**src/sv/polyline_arc_length_lookup_defines.svh**
```systemverilog
// Assertion helpers shared by the path lookup block.
`ifndef POLYLINE_ARC_LENGTH_LOOKUP_DEFINES_SVH
`define POLYLINE_ARC_LENGTH_LOOKUP_DEFINES_SVH

// Condition in this cycle implies a condition in the same cycle.
`define PLC_ASSERT_NOW(lbl, ante, cons, msg) \
   lbl: assert property (@(posedge clock) disable iff (reset) (ante) |-> (cons)) \
      else $error(msg);

// Condition in this cycle implies a condition in the next cycle.
`define PLC_ASSERT_NEXT(lbl, ante, cons, msg) \
   lbl: assert property (@(posedge clock) disable iff (reset) (ante) |=> (cons)) \
      else $error(msg);

`endif

```
**src/sv/plc_pkg.sv**
```systemverilog
`timescale 1ns / 1ps
`default_nettype none
package plc_pkg;

   localparam int ARC_MARGIN = 655;
   localparam logic [39:0] TOTAL_MAX = 40'h7F_FFFF_FFFF;
   localparam int SQRT_STEPS = 34;
   localparam int DIV_STEPS = 15;

   typedef enum logic [1:0] {
      OP_APPEND = 2'd0,
      OP_CLEAR  = 2'd1,
      OP_QUERY  = 2'd2,
      OP_NOP    = 2'd3
   } plc_op_type;

   typedef enum logic [3:0] {
      ST_IDLE,
      ST_A_SQ,
      ST_A_SQRT_GO,
      ST_A_SQRT,
      ST_A_DIV_GO,
      ST_A_DIV,
      ST_A_WR,
      ST_Q_WALK,
      ST_Q_MUL,
      ST_Q_ADD,
      ST_DONE
   } plc_state_type;

   typedef struct packed {
      logic [1:0]         opcode;
      logic signed [31:0] point_x;
      logic signed [31:0] point_y;
      logic signed [31:0] point_z;
      logic signed [39:0] arc_length;
   } plc_req_type;

   typedef struct packed {
      logic signed [31:0] out_x;
      logic signed [31:0] out_y;
      logic signed [31:0] out_z;
      logic signed [15:0] tangent_x;
      logic signed [15:0] tangent_y;
      logic signed [15:0] tangent_z;
      logic               found;
      logic               overflow;
   } plc_rsp_type;

endpackage
`default_nettype wire

```
**src/sv/plc_sqrt.sv**
```systemverilog
`timescale 1ns / 1ps
`default_nettype none
module plc_sqrt
   import plc_pkg::*;
(
   input  wire logic        clock,
   input  wire logic        reset,
   input  wire logic        start,
   input  wire logic [67:0] radicand,
   output logic             done,
   output logic [33:0]      root
);

   logic [67:0] rad_ff, rad_in;
   logic [35:0] rem_ff, rem_in;
   logic [33:0] root_ff, root_in;
   logic [5:0]  cnt_ff, cnt_in;
   logic        run_ff, run_in;
   logic        done_ff, done_in;
   logic [35:0] rem_sh, trial;
   logic        ge;

   assign rem_sh = {rem_ff[33:0], rad_ff[67:66]};
   assign trial  = {root_ff, 2'b01};
   assign ge     = rem_sh >= trial;

   always_comb begin
      rad_in  = rad_ff;
      rem_in  = rem_ff;
      root_in = root_ff;
      cnt_in  = cnt_ff;
      run_in  = run_ff;
      done_in = 1'b0;
      if (start) begin
         rad_in  = radicand;
         rem_in  = '0;
         root_in = '0;
         cnt_in  = 6'(SQRT_STEPS);
         run_in  = 1'b1;
      end else if (run_ff) begin
         rad_in  = {rad_ff[65:0], 2'b00};
         rem_in  = ge ? rem_sh - trial : rem_sh;
         root_in = {root_ff[32:0], ge};
         cnt_in  = cnt_ff - 6'd1;
         if (cnt_ff == 6'd1) begin
            run_in  = 1'b0;
            done_in = 1'b1;
         end
      end
   end

   always_ff @(posedge clock) begin
      rad_ff  <= rad_in;
      rem_ff  <= rem_in;
      root_ff <= root_in;
      cnt_ff  <= cnt_in;
      if (reset) begin
         run_ff  <= 1'b0;
         done_ff <= 1'b0;
      end else begin
         run_ff  <= run_in;
         done_ff <= done_in;
      end
   end

   assign done = done_ff;
   assign root = root_ff;

endmodule
`default_nettype wire

```
**config.mk**
```make
export PLATFORM = sky130hd
export DESIGN_NAME = plc_sqrt
export DESIGN_NICKNAME = d
export VERILOG_FILES = /design/src/sv/polyline_arc_length_lookup_defines.svh /design/src/sv/plc_pkg.sv /design/src/sv/plc_sqrt.sv
export SDC_FILE = /design/constraint.sdc
export NUM_CORES = 1
export LEC_CHECK = 0
export BUFFER_PORTS_ARGS = -buffer_cell sky130_fd_sc_hd__buf_2
export CAP_MARGIN = 25
export CORE_MARGIN = 3
export CORE_UTILIZATION = 45
export DETAILED_ROUTE_END_ITERATION = 10
export PLACE_DENSITY_LB_ADDON = 0.1
export SLEW_MARGIN = 20
export SYNTH_ARGS = -nofsm -noshare
export SYNTH_HDL_FRONTEND = slang
export SYNTH_SLANG_ARGS = --single-unit
```
**constraint.sdc**
```tcl
create_clock -name clock -period 3.25 [get_ports clock]
set_input_delay 0.1625 -clock clock [delete_from_list [all_inputs] [get_ports clock]]
set_output_delay 0.1625 -clock clock [all_outputs]
set_load 0.005 [all_outputs]
```
==> flow_summary.ini <==
[outcome]
outcome = complete, no violations

[timing]
finalWorstSetupSlack_ns = 0.256
fmax_ghz = 0.334
tns_ns = 0
tightest_slew_ns = 0.829
hold_violations = 0
slew_viol_final = 0
finalCritPeriodShare_pct = 92.1
rsz0062_at_grt = no
min_period_ns = 2.99
slew_headroom_pct = 44.7
skew_ns = 0.0159
setup_viol = 0

[cts]
tritoncts = built
clock-sinks = 144
clkSlewWorstSetupHoldPaths_ns = 0.06
htree_levels = 4
cts_max_path_buffers = 2
clk_latency_ns = 0.43
numCtsBuffers = 17
cts_root_buffer = clkbuf_16

[placed_design]
gp_congestion = 0.830
dp_cells = 1083
hpwl_um = 12100
portBuffers = 105
pre_cts_slack_ns = 0.236

[synthesis]
synthTopCellsByArea = edfxtp_1 (25%), dfxtp_1 (19%), mux2_2 (9.2%)
synth_seq_area_share_pct = 43.9
syn-cell-area_mm2 = 0.00812
yosysTopAreaCellShare_pct = 25.2
yosysWarnings = 0
syn_nets = 902
yosysTopAreaCell = edfxtp_1
ys_types = 61
synth_edf_count = 68
syn_area_per_cell_um2 = 10.2
netlist_instances = 793
ys_seq_elements = 144
async_reset_ff_share_pct = 0
synthFlopType = dfxtp_1

[grt]
grt_max_degree = 140
antenna_found_initial = 1
grt_pass1_wl_um = 29800
track_usage_pct = 18.1
grt_overflow = 0
grt_pass1_vias = 6093

[setup_path]
worstSetupPathType = register to register
crit_path_cell_trace = inv_1 -> ha_1 -> nor2b_4 -> o31a_1 -> o31a_1 -> o211ai_2 -> nand3_2 -> a21boi_4 -> buf_12 -> and3b_1 -> a21oi_2 -> a211oi_2
arrival_ns = 3.26
worst_path_most_repeated_cell = o31a_1
slowest_delay_ns = 0.37
critPathLaunch = root[0]
startpoint_type = register
crit_slowest_cell = dfxtp_1
path_max_fanout = 35
r2r_start = root[0]
crit_path_end_kind = register
crit_required_ns = 3.52

[cells_and_area]
final_common_cell = buf_2
syn_to_final_growth_pct = 15.4
layout-drive-gt1-share_pct = 27.2
layout_common_cells = buf_2 (104), nor2_1 (96), dfxtp_1 (75)
regArea_mm2 = 0.00357
n_antenna_cell = 0
stdcell_count = 1117
num-nets-final = 988
nFillCells = 1584
multi_input_area_mm2 = 0.00415

[pwr]
clkPwrFrac_pct = 25.7
irDropWorstVdd_mv = 0.442
p_int_mw = 4.51
swShare_pct = 38.6
fin_total_pwr_mw = 7.35
p_switching_mw = 2.83
p_per_area_mw_per_mm2 = 784
comb_power_share_pct = 43.8
p_leak_nw = 3.85
power_frac_seq_pct = 30.5

[route]
ant_nets = 0
via_count = 6101
totalWireLength_um = 17500
first_pass_iters = 5
routedWlPerCell_um = 15.7
drc = 0
drtIter0Drc = 405
vias_per_cell = 5.46

[floorplanning]
die_h_um = 140
dieArea_mm2 = 0.0197
std_cell_rows = 48
pin_count = 106
fp.dieW_um = 140
coreArea_mm2 = 0.0175
start_util_pct = 46.4

[run]
cap_violations = 0

[worst_hold_path]
min_from = radicand[0]
hold_class = input port to register
==> final timing paths <==
path	slack, ns	end	cells after the start
worst max-delay path	0.26	rem_ff[6]	12
worst min-delay path	0.02	rad_ff[0]	2
worst max register to register	0.26	rem_ff[6]	12
worst min register to register	0.49	rem_ff[33]	2
==> through the flow <==
stage / cell area (µm²) / hold WS, ns / util, %
finish: 9370 / 0.0242 / 53.6
global route: 9370 / 0.00868 / 53.6
CTS: 9360 / 0.00385 / 53.6
detailed placement: 8780 / 0.332 / 50.2
global placement: 8780 / 0.331 / 50.2
floorplan: 8120 / 0.235 / -
==> critical path: cells and delay by family (launching register included) <==
kind | cells | cell delay (ns)
compound gates | 6 | 1.29
flops | 1 | 0.37
simple gates | 3 | 0.50
buf+inv | 2 | 0.30
fa+ha+maj | 1 | 0.35
==> routing by layer <==
| metal | GRT usage, % | share of wire [%] | vias to the layer above |
|---|---|---|---|
| li1 | - | - | 3046 |
| met1 | 23.6 | 45 | 2867 |
| met2 | 28.3 | 47 | 168 |
| met3 | 6.83 | 7.3 | 18 |
| met4 | 5.35 | 1.2 | 2 |
| met5 | 0 | 0.063 | - |
==> sequential cells by signal, summed over array words and instances, names as in the netlist <==
signal / cells
cnt_ff: 6
rem_ff: 34
done: 1
rad_ff: 68
root: 34
run_ff: 1
==> final cells by class <==
class                      instances  share of cell area (%)
clock buffer                      17                    4.54
clock inverter                    15                    1.50
inverter                          46                    1.84
multi-input combinational        556                    44.3
sequential                       144                    38.1
tap                              225                    3.01
timing repair buffer             114                    6.72
==> synthesized netlist by cell type (all sizes together), types with 5 or more instances <==
library cell and number:
nor2 96, dfxtp 76, edfxtp 68, mux2 66, a21oi 48, inv 46
mux2i 44, ha 38, a211oi 31, nand2 31, buf 24, clkbuf 23
o21ai 21, a21o 18, nand3 17, nor3 15, xnor2 15, xor2 13
a31oi 11, nand4 10, nand2b 9, o21a 8, nor2b 7, and2 5
and3 5
==> cell families after synthesis <==
group,Yosys count,synth area share [%]
AOI/OAI and AO/OA,169,15.4
adders and majority gates,38,5.86
xor gates and xnor gates,28,3.02
buffers and inverters,93,4.96
DFF,144,43.9
and+or+nand+nor,211,12.3
muxes,110,14.6
==> power by group through the flow <==
stage	clock, mW	combinational, mW	sequential [mW]
6_report	1.88	3.22	2.24
3_5_place_dp	0	3.18	2.28
2_1_floorplan	0	2.69	2.24
3_3_place_gp	0	3.13	2.28
4_1_cts	1.93	3.20	2.24
5_1_grt	2.02	3.56	2.26
==> timing repair <==
item	CTS	global route
gates resized for setup	0	1
hold endpoints to repair	3	0
hold buffers	2	0
setup endpoints to repair	0	1
buffers inserted	0	0
(Power assumes the default switching activity.)
