<file path="src/sv/polyline_arc_length_lookup_defines.svh">
// Assertion helpers shared by the path lookup block.
`ifndef POLYLINE_ARC_LENGTH_LOOKUP_DEFINES_SVH
`define POLYLINE_ARC_LENGTH_LOOKUP_DEFINES_SVH

// Condition in this cycle implies a condition in the same cycle.
`define PLC_ASSERT_NOW(lbl, ante, cons, msg) \
   lbl: assert property (@(posedge clock) disable iff (reset) (ante) |-> (cons)) \
      else $error(msg);

// Condition in this cycle implies a condition in the next cycle.
`define PLC_ASSERT_NEXT(lbl, ante, cons, msg) \
   lbl: assert property (@(posedge clock) disable iff (reset) (ante) |=> (cons)) \
      else $error(msg);

`endif

</file>
<file path="src/sv/plc_pkg.sv">
`timescale 1ns / 1ps
`default_nettype none
package plc_pkg;

   localparam int ARC_MARGIN = 655;
   localparam logic [39:0] TOTAL_MAX = 40'h7F_FFFF_FFFF;
   localparam int SQRT_STEPS = 34;
   localparam int DIV_STEPS = 15;

   typedef enum logic [1:0] {
      OP_APPEND = 2'd0,
      OP_CLEAR  = 2'd1,
      OP_QUERY  = 2'd2,
      OP_NOP    = 2'd3
   } plc_op_type;

   typedef enum logic [3:0] {
      ST_IDLE,
      ST_A_SQ,
      ST_A_SQRT_GO,
      ST_A_SQRT,
      ST_A_DIV_GO,
      ST_A_DIV,
      ST_A_WR,
      ST_Q_WALK,
      ST_Q_MUL,
      ST_Q_ADD,
      ST_DONE
   } plc_state_type;

   typedef struct packed {
      logic [1:0]         opcode;
      logic signed [31:0] point_x;
      logic signed [31:0] point_y;
      logic signed [31:0] point_z;
      logic signed [39:0] arc_length;
   } plc_req_type;

   typedef struct packed {
      logic signed [31:0] out_x;
      logic signed [31:0] out_y;
      logic signed [31:0] out_z;
      logic signed [15:0] tangent_x;
      logic signed [15:0] tangent_y;
      logic signed [15:0] tangent_z;
      logic               found;
      logic               overflow;
   } plc_rsp_type;

endpackage
`default_nettype wire

</file>
<file path="src/sv/plc_div.sv">
`timescale 1ns / 1ps
`default_nettype none
module plc_div
   import plc_pkg::*;
(
   input  wire logic        clock,
   input  wire logic        reset,
   input  wire logic        start,
   input  wire logic [46:0] numer,
   input  wire logic [33:0] denom,
   output logic             done,
   output logic [14:0]      quot
);

   logic [33:0] rem_ff, rem_in;
   logic [33:0] den_ff, den_in;
   logic [14:0] low_ff, low_in;
   logic [14:0] q_ff, q_in;
   logic [3:0]  cnt_ff, cnt_in;
   logic        run_ff, run_in;
   logic        done_ff, done_in;
   logic [34:0] rsh, diff;
   logic        ge;

   assign rsh  = {rem_ff, low_ff[14]};
   assign diff = rsh - {1'b0, den_ff};
   assign ge   = rsh >= {1'b0, den_ff};

   always_comb begin
      rem_in  = rem_ff;
      den_in  = den_ff;
      low_in  = low_ff;
      q_in    = q_ff;
      cnt_in  = cnt_ff;
      run_in  = run_ff;
      done_in = 1'b0;
      if (start) begin
         // upper bits are already below the divisor: quotient fits 15 bits
         rem_in = {2'b00, numer[46:15]};
         low_in = numer[14:0];
         den_in = denom;
         q_in   = '0;
         cnt_in = 4'(DIV_STEPS);
         run_in = 1'b1;
      end else if (run_ff) begin
         rem_in = ge ? diff[33:0] : rsh[33:0];
         low_in = {low_ff[13:0], 1'b0};
         q_in   = {q_ff[13:0], ge};
         cnt_in = cnt_ff - 4'd1;
         if (cnt_ff == 4'd1) begin
            run_in  = 1'b0;
            done_in = 1'b1;
         end
      end
   end

   always_ff @(posedge clock) begin
      rem_ff <= rem_in;
      den_ff <= den_in;
      low_ff <= low_in;
      q_ff   <= q_in;
      cnt_ff <= cnt_in;
      if (reset) begin
         run_ff  <= 1'b0;
         done_ff <= 1'b0;
      end else begin
         run_ff  <= run_in;
         done_ff <= done_in;
      end
   end

   assign done = done_ff;
   assign quot = q_ff;

endmodule
`default_nettype wire

</file>
<file path="config.mk">
export PLATFORM = sky130hd
export DESIGN_NAME = plc_div
export DESIGN_NICKNAME = d
export VERILOG_FILES = /design/src/sv/polyline_arc_length_lookup_defines.svh /design/src/sv/plc_pkg.sv /design/src/sv/plc_div.sv
export SDC_FILE = /design/constraint.sdc
export NUM_CORES = 1
export LEC_CHECK = 0
export ABC_CLOCK_PERIOD_IN_PS = 4460
export BUFFER_PORTS_ARGS = -buffer_cell sky130_fd_sc_hd__buf_2
export CELL_PAD_IN_SITES_DETAIL_PLACEMENT = 0
export CELL_PAD_IN_SITES_GLOBAL_PLACEMENT = 2
export CORE_MARGIN = 8
export CORE_UTILIZATION = 25
export DETAILED_ROUTE_END_ITERATION = 8
export HOLD_SLACK_MARGIN = 0.15
export MAX_ROUTING_LAYER = met4
export PLACE_DENSITY = 0.68
export SLEW_MARGIN = 25
export SYNTH_ARGS = -nofsm -noshare
export SYNTH_HDL_FRONTEND = slang
export SYNTH_SLANG_ARGS = --single-unit
</file>
<file path="constraint.sdc">
create_clock -name clock -period 4.46 [get_ports clock]
set_input_delay 0.669 -clock clock [delete_from_list [all_inputs] [get_ports clock]]
set_output_delay 0.669 -clock clock [all_outputs]
set_load 0.1 [all_outputs]
</file>
==> flow_metrics.py <==
metrics = {
    "logic_synthesis": {
        "synthesis.nets": 707,
        "ys_types": 64,
        "ys.flop_type": "edfxtp_1",
        "syn_area_um2": 6220,
        "ys_seq_area_share_pct": 46.5,
        "syn_area_per_cell_um2": 10.6,
        "syn_inst": 586,
        "ys_warn_count": 0,
        "ys_seq_elements": 104,
        "synth_edf_count": 81,
        "async_flop_share_pct": 0,
    },
    "detailed_routing": {
        "dr.pass1.iters": 5,
        "drt_iter0_drc": 180,
        "routed_wl_um": 16200,
        "via_count": 4690,
        "drc": 0,
        "avgViaCountPerCell": 4.66,
        "wl_per_cell_um": 16.1,
        "ant_nets": 0,
    },
    "clock_network": {
        "clk_pin_slew_ns": 0.08,
        "clock_latency_ns": 0.36,
        "hold_buffers": 0,
        "clk_path_buf_depth": 2,
        "cts_root_buf": "clkbuf_16",
        "cts_setup_buffers": 0,
        "cts_tree": "built",
        "cts.sinks": 104,
        "numCtsBuffers": 9,
        "cts_htree_levels": 3,
        "cts_resized": 0,
    },
    "layout": {
        "fillers": 2584,
        "nets": 796,
        "drive_gt1_share_pct": 21.9,
        "final_area_um2": 7320,
        "area_growth_pct": 17.7,
    },
    "global_routing": {
        "grt-ovfl-total": 0,
        "grtUsageMet3_pct": 3.33,
        "met2_usage_pct": 17.1,
        "grt_pass1_wl_um": 26700,
        "grt_max_degree": 57,
        "busiest_layer": "met2",
        "antenna_found_initial": 2,
        "grt_usage_pct": 11.2,
        "grt_pass1_vias": 5092,
        "met1_usage_pct": 14.3,
    },
    "placed_design": {
        "port_buffers": 99,
        "dpl.hpwl_um": 11900,
        "gp_congestion": 0.789,
        "place_ws_ns": 1.13,
        "placed_cell_area_um2": 7030,
    },
    "floorplan": {
        "start_util_pct": 25.5,
        "die_area_um2": 30200,
        "num_rows": 57,
        "die_w_um": 174,
        "io_pins": 100,
        "core_um2": 24400,
        "die_y_um": 174,
    },
    "setup_path": {
        "cp_max_fo": 13,
        "crit_arrival_ns": 3.41,
        "endpoint_kind": "flop",
        "crit_required_ns": 4.52,
        "startpoint_type": "flop",
        "crit_type": "flop to flop",
        "rrSetupSlack_ns": 1.11,
    },
    "timing": {
        "tightest_slew_ns": 0.932,
        "hold_viol_final": 0,
        "timing.slew.headroom_pct": 37.9,
        "finalSetupViolations": 0,
        "maxSlewViolCount": 0,
        "finalCriticalPeriod_ns": 3.35,
        "period_share_pct": 75.0,
        "setup_slack_ns": 1.11,
        "max_freq_mhz": 299,
        "finalClockSkew_ns": 0.0115,
        "rsz0062_at_grt": "false",
        "fin_hold_ws_ns": 0.476,
        "finalSetupTns_ns": 0,
    },
    "power": {
        "total_power_mw": 3.36,
        "powerDensity_nw_per_um2": 459,
        "ir_worst_vdd_uv": 183,
        "p_leak_nw": 3.10,
    },
    "outcome": {
        "outcome": "finished clean",
    },
    "hold_path": {
        "hp-class": "input pin to flop",
    },
    "flow_run": {
        "drv_cap": 0,
    },
}
==> through the flow <==
step	instances	util, %
after global routing	1006	30.0
after detailed placement	988	28.8
final	1006	30.0
after CTS	1004	30.0
after floorplan	586	-
after global placement	988	28.8
==> metal layers <==
metal	wire length (um)	vias up
met2	7310	100
met4	150	0
met5	0	-
li1	-	2349
met1	7850	2232
met3	896	9
==> power breakdown <==
group	switching, mW	total [mW]	leakage, nW	internal (mW)
Sequential	0.0553	1.25	0.988	1.19
Clock	0.393	0.785	0.146	0.392
Combinational	0.747	1.32	1.97	0.577
==> kinds of logic (layout without fill, tap and decap cells) <==
logic type	Yosys count	after routing	share of synthesized area, %
and+or+nand+nor	136	136	11.1
muxes	53	53	8.85
buffers and inverters	67	161	4.91
adders and majority gates	37	37	7.56
AOI/OAI and AO/OA	163	163	17.5
DFF	104	104	46.5
other	0	2	0
xor gates and xnor gates	26	26	3.66
==> area by class of cell <==
type	count	area [um2]	share of cell area, %
sequential	104	2890	39.5
clock inverter	7	66.3	0.906
multi-input combinational	415	3030	41.3
timing repair buffer	104	548	7.48
clock buffer	9	225	3.08
inverter	41	155	2.12
tap	324	405	5.54
antenna	2	5.00	0.0683
==> path summary, 6_finish.rpt <==
path | start | end | cells past startpoint
hold / removal | reset | run_ff | 2
hold reg to reg | quot[14] | quot[14] | 2
setup reg to reg | den_ff[1] | rem_ff[8] | 11
setup / recovery | den_ff[1] | rem_ff[8] | 11
==> worst max-delay path, stage by stage, from the launching register on <==
cell and delay [ns]:
edfxtp_1 0.39, inv_1 0.06, ha_1 0.28, or2b_1 0.24
a21o_1 0.20, a211o_1 0.34, a211o_1 0.32, nand2_2 0.11
a21o_1 0.58, buf_12 0.25, mux2i_1 0.19, a21oi_1 0.10
==> flip-flops by register name, indices dropped and copies added (netlist names) <==
signal  cells
rem_ff     34
done        1
low_ff     15
quot       15
cnt_ff      4
den_ff     34
run_ff      1
==> synth_stat cells, drive strengths merged, types with 8 or more instances <==
cell type | number | share of area (%)
mux2i | 37 | 6.0
xor2 | 9 | 1.3
and3 | 8 | 0.80
a21oi | 55 | 4.5
a211oi | 8 | 1.0
nor2 | 50 | 3.0
dfxtp | 23 | 7.4
mux2 | 16 | 2.9
clkbuf | 13 | 0.78
ha | 36 | 7.2
nand2 | 25 | 1.5
inv | 41 | 2.5
xnor2 | 17 | 2.4
a21o | 23 | 2.8
o21ai | 26 | 2.1
edfxtp | 81 | 39
buf | 13 | 1.6
==> cells in the final DEF, fill, tap and decap left out, types with 24 or more instances in the layout <==
cell	synthesis	routed
a21oi_1	54	54
buf_2	5	98
edfxtp_1	81	81
ha_1	36	36
inv_1	41	41
mux2i_1	37	37
nand2_1	24	24
nor2_1	50	50
o21ai_0	24	24
No activity file was read; power rests on OpenSTA's default activity.
